File: src/assert_macros.svh
// ----------------------------------------------------------------------------
// Assertion macros
// Clocked property checks, compiled out for synthesis.
// ----------------------------------------------------------------------------
`ifndef ASSERT_MACROS_SVH
`define ASSERT_MACROS_SVH

`ifndef SYNTHESIS
// Implication check, held off while in reset
`define ASSERT_PROP(lbl, clk, rst_n, prop) \
  lbl: assert property (@(posedge clk) disable iff (!rst_n) prop) \
    else $error("property violated");
// Invariant: expression true at every clock edge out of reset
`define ASSERT_ALWAYS(lbl, clk, rst_n, expr) \
  lbl: assert property (@(posedge clk) disable iff (!rst_n) (expr)) \
    else $error("invariant violated");
`else
`define ASSERT_PROP(lbl, clk, rst_n, prop)
`define ASSERT_ALWAYS(lbl, clk, rst_n, expr)
`endif

`endif

File: src/ppi_pkg.sv
// ----------------------------------------------------------------------------
// ppi_pkg
// Shared types, sizes and the RGB888 to BGR555 packing for the palette indexer.
// ----------------------------------------------------------------------------
package ppi_pkg;

  localparam int PALETTE_DEPTH = 256;
  localparam int ADDR_W        = $clog2(PALETTE_DEPTH);
  localparam int CNT_W         = $clog2(PALETTE_DEPTH + 1);
  localparam int COMP_W        = 8;
  localparam int CODE_W        = 16;
  localparam int IDX_W         = 8;

  typedef enum logic {
    ST_IDLE,
    ST_SCAN
  } ppi_state_t;

  // search outcome, valid for one cycle when done is set
  typedef struct packed {
    logic              done;
    logic [ADDR_W-1:0] idx;
    logic              added;
    logic              over;
  } ppi_res_t;

  // top five bits of each component, green bit 2 in the spare top bit
  function automatic logic [CODE_W-1:0] to_bgr555(
    input logic [COMP_W-1:0] r,
    input logic [COMP_W-1:0] g,
    input logic [COMP_W-1:0] b
  );
    return {g[2], b[7:3], g[7:3], r[7:3]};
  endfunction

endpackage

File: src/pixel_palette_indexer.sv
// ----------------------------------------------------------------------------
// pixel_palette_indexer
// RGB888 pixel to BGR555 code, looked up in (or appended to) a 256-entry
// palette held in a single-port-write, registered-read memory.
// ----------------------------------------------------------------------------
// Operation: the pixel is packed and held at accept; the scan then compares
//   palette entries in insertion order, up to the first match or, on a miss,
//   every entry held; it reads one memory entry per cycle. out_valid then
//   strobes the registered result. No request is taken while busy is high.
// Busy drops in the strobe cycle, so the next request may be taken there.
// Reset (rst_n low, synchronous) empties the palette; no clearing pass.
// Results cannot be held off: each strobe lasts exactly one cycle.
// ----------------------------------------------------------------------------
`include "assert_macros.svh"

module pixel_palette_indexer (
  input  logic                          clk,
  input  logic                          rst_n,
  input  logic                          start,
  output logic                          busy,
  input  logic [ppi_pkg::COMP_W-1:0]    in_red,
  input  logic [ppi_pkg::COMP_W-1:0]    in_green,
  input  logic [ppi_pkg::COMP_W-1:0]    in_blue,
  output logic                          out_valid,
  output logic [ppi_pkg::IDX_W-1:0]     out_color_index,
  output logic [ppi_pkg::CODE_W-1:0]    out_color_code,
  output logic                          out_added_new,
  output logic                          out_overflowed
);
  import ppi_pkg::*;

  logic              accept;
  logic [CODE_W-1:0] code_r;
  ppi_res_t          res;

  logic              out_valid_r;
  logic [IDX_W-1:0]  out_idx_r;
  logic [CODE_W-1:0] out_code_r;
  logic              out_added_r;
  logic              out_over_r;

  // request taken only when the search engine is idle
  assign accept = start && !busy;

  // pixel is packed once at accept and held for the whole scan
  always_ff @(posedge clk) begin
    if (accept) code_r <= to_bgr555(in_red, in_green, in_blue);
  end

  ppi_search u_search (
    .clk   (clk),
    .rst_n (rst_n),
    .start (accept),
    .code  (code_r),
    .busy  (busy),
    .res   (res)
  );

  // result register: strobe for one cycle after the search finishes
  always_ff @(posedge clk) begin
    if (!rst_n) begin
      out_valid_r <= 1'b0;
    end else begin
      out_valid_r <= res.done;
    end
  end

  always_ff @(posedge clk) begin
    if (res.done) begin
      out_idx_r   <= IDX_W'(res.idx);
      out_code_r  <= code_r;
      out_added_r <= res.added;
      out_over_r  <= res.over;
    end
  end

  assign out_valid       = out_valid_r;
  assign out_color_index = out_idx_r;
  assign out_color_code  = out_code_r;
  assign out_added_new   = out_added_r;
  assign out_overflowed  = out_over_r;

  // a request always passes through the scan state, so strobes never abut
  `ASSERT_PROP(a_strobe_single, clk, rst_n, out_valid_r |=> !out_valid_r)
  `ASSERT_PROP(a_accept_busy, clk, rst_n, accept |=> busy)

endmodule

File: src/ppi_search.sv
// ----------------------------------------------------------------------------
// ppi_search
// Palette store and linear search engine: one entry read per cycle, append
// on miss unless the palette is full.
// ----------------------------------------------------------------------------
`include "assert_macros.svh"

module ppi_search (
  input  logic                          clk,
  input  logic                          rst_n,
  input  logic                          start,
  input  logic [ppi_pkg::CODE_W-1:0]    code,
  output logic                          busy,
  output ppi_pkg::ppi_res_t             res
);
  import ppi_pkg::*;

  logic [CODE_W-1:0] mem [PALETTE_DEPTH];
  logic [CODE_W-1:0] rd_data_r;

  ppi_state_t        state_r, state_nxt;
  logic [CNT_W-1:0]  count_r, count_nxt;
  logic [CNT_W-1:0]  issue_ptr_r, issue_ptr_nxt;
  logic [ADDR_W-1:0] cmp_idx_r, cmp_idx_nxt;
  logic              cmp_vld_r, cmp_vld_nxt;

  logic hit, all_issued, full, wr_en;

  assign hit        = cmp_vld_r && (rd_data_r == code);
  assign all_issued = (issue_ptr_r == count_r);
  assign full       = (count_r == CNT_W'(PALETTE_DEPTH));
  assign busy       = (state_r != ST_IDLE);

  // next state
  always_comb begin
    state_nxt = state_r;
    unique case (state_r)
      ST_IDLE: begin
        if (start) state_nxt = ST_SCAN;
      end
      ST_SCAN: begin
        if (hit || all_issued) state_nxt = ST_IDLE;
      end
      default: state_nxt = ST_IDLE;
    endcase
  end

  // datapath control and result
  always_comb begin
    issue_ptr_nxt = issue_ptr_r;
    cmp_idx_nxt   = cmp_idx_r;
    cmp_vld_nxt   = 1'b0;
    count_nxt     = count_r;
    wr_en         = 1'b0;
    res           = '0;
    unique case (state_r)
      ST_IDLE: begin
        if (start) issue_ptr_nxt = '0;
      end
      ST_SCAN: begin
        if (hit) begin
          res.done = 1'b1;
          res.idx  = cmp_idx_r;
        end else if (all_issued) begin
          res.done = 1'b1;
          if (full) begin
            res.over = 1'b1;
          end else begin
            res.added = 1'b1;
            res.idx   = count_r[ADDR_W-1:0];
            wr_en     = 1'b1;
            count_nxt = count_r + CNT_W'(1);
          end
        end else begin
          // issue next read; data lands next cycle for compare
          issue_ptr_nxt = issue_ptr_r + CNT_W'(1);
          cmp_idx_nxt   = issue_ptr_r[ADDR_W-1:0];
          cmp_vld_nxt   = 1'b1;
        end
      end
      default: ;
    endcase
  end

  always_ff @(posedge clk) begin
    if (!rst_n) begin
      state_r     <= ST_IDLE;
      count_r     <= '0;
      issue_ptr_r <= '0;
      cmp_vld_r   <= 1'b0;
    end else begin
      state_r     <= state_nxt;
      count_r     <= count_nxt;
      issue_ptr_r <= issue_ptr_nxt;
      cmp_vld_r   <= cmp_vld_nxt;
    end
  end

  always_ff @(posedge clk) begin
    cmp_idx_r <= cmp_idx_nxt;
  end

  // palette store, one write and one registered read port
  always_ff @(posedge clk) begin
    if (wr_en) mem[count_r[ADDR_W-1:0]] <= code;
    rd_data_r <= mem[issue_ptr_r[ADDR_W-1:0]];
  end

  `ASSERT_ALWAYS(a_count_le_depth, clk, rst_n, count_r <= CNT_W'(PALETTE_DEPTH))
  `ASSERT_ALWAYS(a_ptr_le_count, clk, rst_n, issue_ptr_r <= count_r)
  `ASSERT_PROP(a_add_not_over, clk, rst_n, res.added |-> (res.done && !res.over))
  `ASSERT_PROP(a_add_grows, clk, rst_n, res.added |=> (count_r == $past(count_r) + CNT_W'(1)))

endmodule

File: config.mk
export PLATFORM = sky130hd
export DESIGN_NAME = pixel_palette_indexer
export DESIGN_NICKNAME = d
export VERILOG_FILES = /design/src/ppi_pkg.sv /design/src/pixel_palette_indexer.sv /design/src/ppi_search.sv
export VERILOG_INCLUDE_DIRS = /design/src /design/src/src
export SDC_FILE = /design/constraint.sdc
export NUM_CORES = 2
export LEC_CHECK = 0
export BUFFER_PORTS_ARGS = -buffer_cell sky130_fd_sc_hd__clkbuf_2
export CORE_MARGIN = 5
export CORE_UTILIZATION = 50
export DETAILED_ROUTE_END_ITERATION = 7
export PLACE_DENSITY = 0.74
export SETUP_SLACK_MARGIN = 0.1
export SLEW_MARGIN = 20
export SYNTH_ARGS = -nofsm -noshare
export SYNTH_HDL_FRONTEND = slang
export SYNTH_SLANG_ARGS = --single-unit
export TNS_END_PERCENT = 5
File: constraint.sdc
create_clock -name clk -period 19.4 [get_ports clk]
set_input_delay 3.88 -clock clk [delete_from_list [all_inputs] [get_ports clk]]
set_output_delay 3.88 -clock clk [all_outputs]
set_load 0.05 [all_outputs]
==> flow_summary_export.csv <==
group,metric,value,unit
synthesis,syn_area_per_cell,21.5,um2
status,violations,"DRC",
global_routing,grt_usage,0.266,
timing,min_period_over_period,0.358,
timing,hold_viol,0,
worst_setup_path,cp.arrival,7.77,ns
synthesis,synthSimpleGateAreaFrac,0.0198,
placement,routabilityCongestion,0.911,
timing,final_max_slew_viol_count,0,
cells_and_area,drive_above_1_share,0.246,
pwr,p_total,18.2,mW
global_routing,grt_pass1_vias,82600,
global_routing,overflow,0,
floorplan,rows,208,
worst_setup_path,cp_max_fo,103,
worst_setup_path,endpoint_kind,"flip-flop",
synthesis,ys_ff_latch,4183,
worst_setup_path,crit_path_start,"u_search.issue_ptr_r[0]",
synthesis,synth_enable_flop_cells,4146,
synthesis,synth_adder_area_share,0.000388,
global_routing,antenna_found_initial,29,
synthesis,synth_mux_area_frac,0.148,
timing,fin_crit,6.94,ns
flow_run,max_cap_violations,0,
status,status,"complete, but fails checks",
drt,drt_wl_total,450,mm
timing,rsz0062_at_grt,"false",
placement,io_buffers,46,
pwr,switchingPower,3.76,mW
pwr,p_leak,54.7,nW
global_routing,grt_pass1_wl,629,mm
clock_tree,cts_root_buffer,"clkbuf_16",
timing,hold_slack,0.528,ns
worst_setup_path,path_cells,"buf_4 -> buf_12 -> buf_12 -> buf_4 -> mux4_1 -> mux4_2 -> nor2_1 -> a31oi_1 -> nand4_1 -> o31a_1 -> o21ai_0",
worst_setup_path,r2r-start,"u_search.issue_ptr_r[0]",
synthesis,yosysWarnings,0,
global_routing,grt_max_degree,178,
placement,postPlaceCellArea,168000,um2
synthesis,synth_nets,7540,
floorplan,dieArea,334000,um2
synthesis,ys.flop_type,"edfxtp_1",
drt,vias,84500,
clock_tree,cts_max_level,5,
clock_tree,post_cts_resized,0,
worst_setup_path,crit_path_max_incr_delay,0.85,ns
synthesis,ys_seq_area_frac,0.777,
cells_and_area,nets,7975,
timing,tightest_slew,1.40,ns
cells_and_area,final_cells,12600,
synthesis,async_reset_ff_frac,0,
drt,drt_iter0_drc,13800,
clock_tree,clk_latency,0.99,ns
worst_hold_path,worstHoldStart,"u_search.issue_ptr_r[8]",
clock_tree,cts_tree,"built",
placement,post-place-ws,12.47,ns
cells_and_area,mostFrequentLayoutCell,"edfxtp_1",
drt,drt_first_pass_iters,8,
timing,finalSetupTns,0,ns
floorplan,die_w,578,um
drt,antenna_left,0,
floorplan,initial_core_util,0.502,
placement,dp_hpwl,256,mm
timing,timing.final.ws_setup,12.46,ns
cells_and_area,fin_util,0.564,
synthesis,synth_compound_area_frac,0.0356,
floorplan,ios,55,
clock_tree,postCtsSetupBuffers,0,
floorplan,chipHeight,578,um
placement,dp_cells,11800,
pwr,sw_frac_of_total,0.207,
worst_setup_path,r2r_cells,11,
pwr,vdd_drop_max,0.0849,mV
synthesis,synth_cell_type_count,84,
pwr,pwr-share-clk,0.424,
worst_setup_path,critPathLaunchType,"flip-flop",
worst_hold_path,whs_path_depth,2,
synthesis,synth_cells,7508,
drt,drc,1,
clock_tree,cts_buffer_depth,4,
pwr,comb_power_share,0.028,
clock_tree,cts_hold_buffers,0,
worst_setup_path,critPathSlowestCell,"buf_4",
cells_and_area,final_cell_mix,"edfxtp_1, mux4_2, buf_4, clkbuf_16, mux2i_1",
pwr,p_seq_frac,0.548,
timing,clock-skew-final,0.0846,ns
worst_hold_path,hold_path.class,"flip-flop to flip-flop",
cells_and_area,area_growth,12.3,%
clock_tree,clkTransAtPathRegs,0.07,ns
pwr,internal_power,14.5,mW
synthesis,syn_area,161000,um2
drt,via_per_inst,6.70,
worst_setup_path,crit_required,20.23,ns
clock_tree,cts_buffers,398,
timing,fmax,144,MHz
synthesis,synth_top_family_by_area,"multiplexers",
pwr,cellPowerDensity,101,nW/um2
clock_tree,numClockSinks,4183,
timing,relSlewSlack,0.0641,
worst_setup_path,path_class,"flip-flop to flip-flop",
synthesis,synth_xor_xnor_area_share,0.00169,
floorplan,core_area,321000,um2
drt,wire_per_inst,35.6,um
cells_and_area,design_area,181000,um2
timing,setup_viol,0,
[power groups by stage]
stage          sequential, mW  clock [mW]  combinational [mW]
6_report                 9.99        7.73               0.506
5_1_grt                  9.99        8.19               0.531
4_1_cts                  9.99        7.77               0.500
3_5_place_dp             10.2           0               0.498
3_3_place_gp             10.2           0               0.477
2_1_floorplan            10.3           0               0.227
[synthesized netlist by cell type (11+ instances only)]
library cell | instances | area, um2
nand3_1 | 49 | 245
mux4_2 | 868 | 19500
or3_1 | 13 | 81.3
mux2_2 | 49 | 552
buf_4 | 45 | 338
mux2i_1 | 359 | 3590
a22o_1 | 24 | 210
o22ai_1 | 93 | 582
nor2_1 | 371 | 1390
inv_1 | 12 | 45.0
nand2_1 | 156 | 586
buf_1 | 18 | 67.6
xnor2_1 | 20 | 175
buf_2 | 169 | 846
nor2b_1 | 26 | 163
a2111oi_0 | 15 | 131
dfxtp_1 | 37 | 741
o221ai_1 | 63 | 552
a221oi_1 | 85 | 744
o21ai_0 | 98 | 490
nor4_1 | 11 | 68.8
o211ai_1 | 11 | 82.6
buf_6 | 42 | 473
a211oi_1 | 50 | 375
edfxtp_1 | 4146 | 124000
a31oi_1 | 25 | 156
a21oi_1 | 168 | 841
buf_8 | 21 | 315
xor2_1 | 11 | 96.3
a22oi_1 | 105 | 788
nor3_1 | 27 | 135
clkbuf_1 | 145 | 544
nand4_1 | 12 | 75.1
[worst max-delay path, delay by kind of cell (launching register included)]
| kind | cells | cell delay [ns] |
|---|---|---|
| buf+inv | 4 | 2.63 |
| mux | 2 | 1.09 |
| compound gates | 3 | 0.99 |
| simple gates | 2 | 0.91 |
| flops | 1 | 0.73 |
[registers in the layout, summed over array words and instances, names as in the netlist]
register / cells
out_overflowed: 1
out_color_index: 8
code_r: 16
u_search.rd_data_r: 16
u_search.mem: 4096
u_search.issue_ptr_r: 9
u_search.busy: 1
out_valid: 1
u_search.cmp_vld_r: 1
u_search.count_r: 9
u_search.cmp_idx_r: 8
out_added_new: 1
out_color_code: 16
[worst paths after layout]
check                                  to  slack, ns
setup reg to reg   u_search.rd_data_r[14]      12.46
hold / removal    u_search.issue_ptr_r[8]       0.53
setup / recovery   u_search.rd_data_r[14]      12.46
hold reg to reg   u_search.issue_ptr_r[8]       0.53
[area by class of cell]
type | count | area (um2)
fill | 22600 | 140000
sequential | 4183 | 125000
multi-input combinational | 2865 | 33300
clock buffer | 481 | 10300
tap | 4305 | 5390
timing repair buffer | 482 | 3800
clock inverter | 256 | 2680
antenna | 30 | 75.1
inverter | 13 | 60.1
[cell families (layout without fill, tap and decap cells)]
family                     Yosys count  in the layout
adders and majority gates            5              5
and+or+nand+nor                    724            724
muxes                             1280           1280
DFF                               4183           4183
xor gates and xnor gates            31             31
other                                0             30
AOI/OAI and AO/OA                  825            825
buffers and inverters              460           1232
[layer usage]
layer / vias to the layer above / part of all wire / global-route usage
met5: - / 0.00030 / 0
met4: 22 / 0.062 / 0.134
met3: 1279 / 0.14 / 0.0844
met2: 6857 / 0.46 / 0.401
met1: 43800 / 0.34 / 0.352
li1: 32500 / - / -
(Power assumes the default switching activity.)
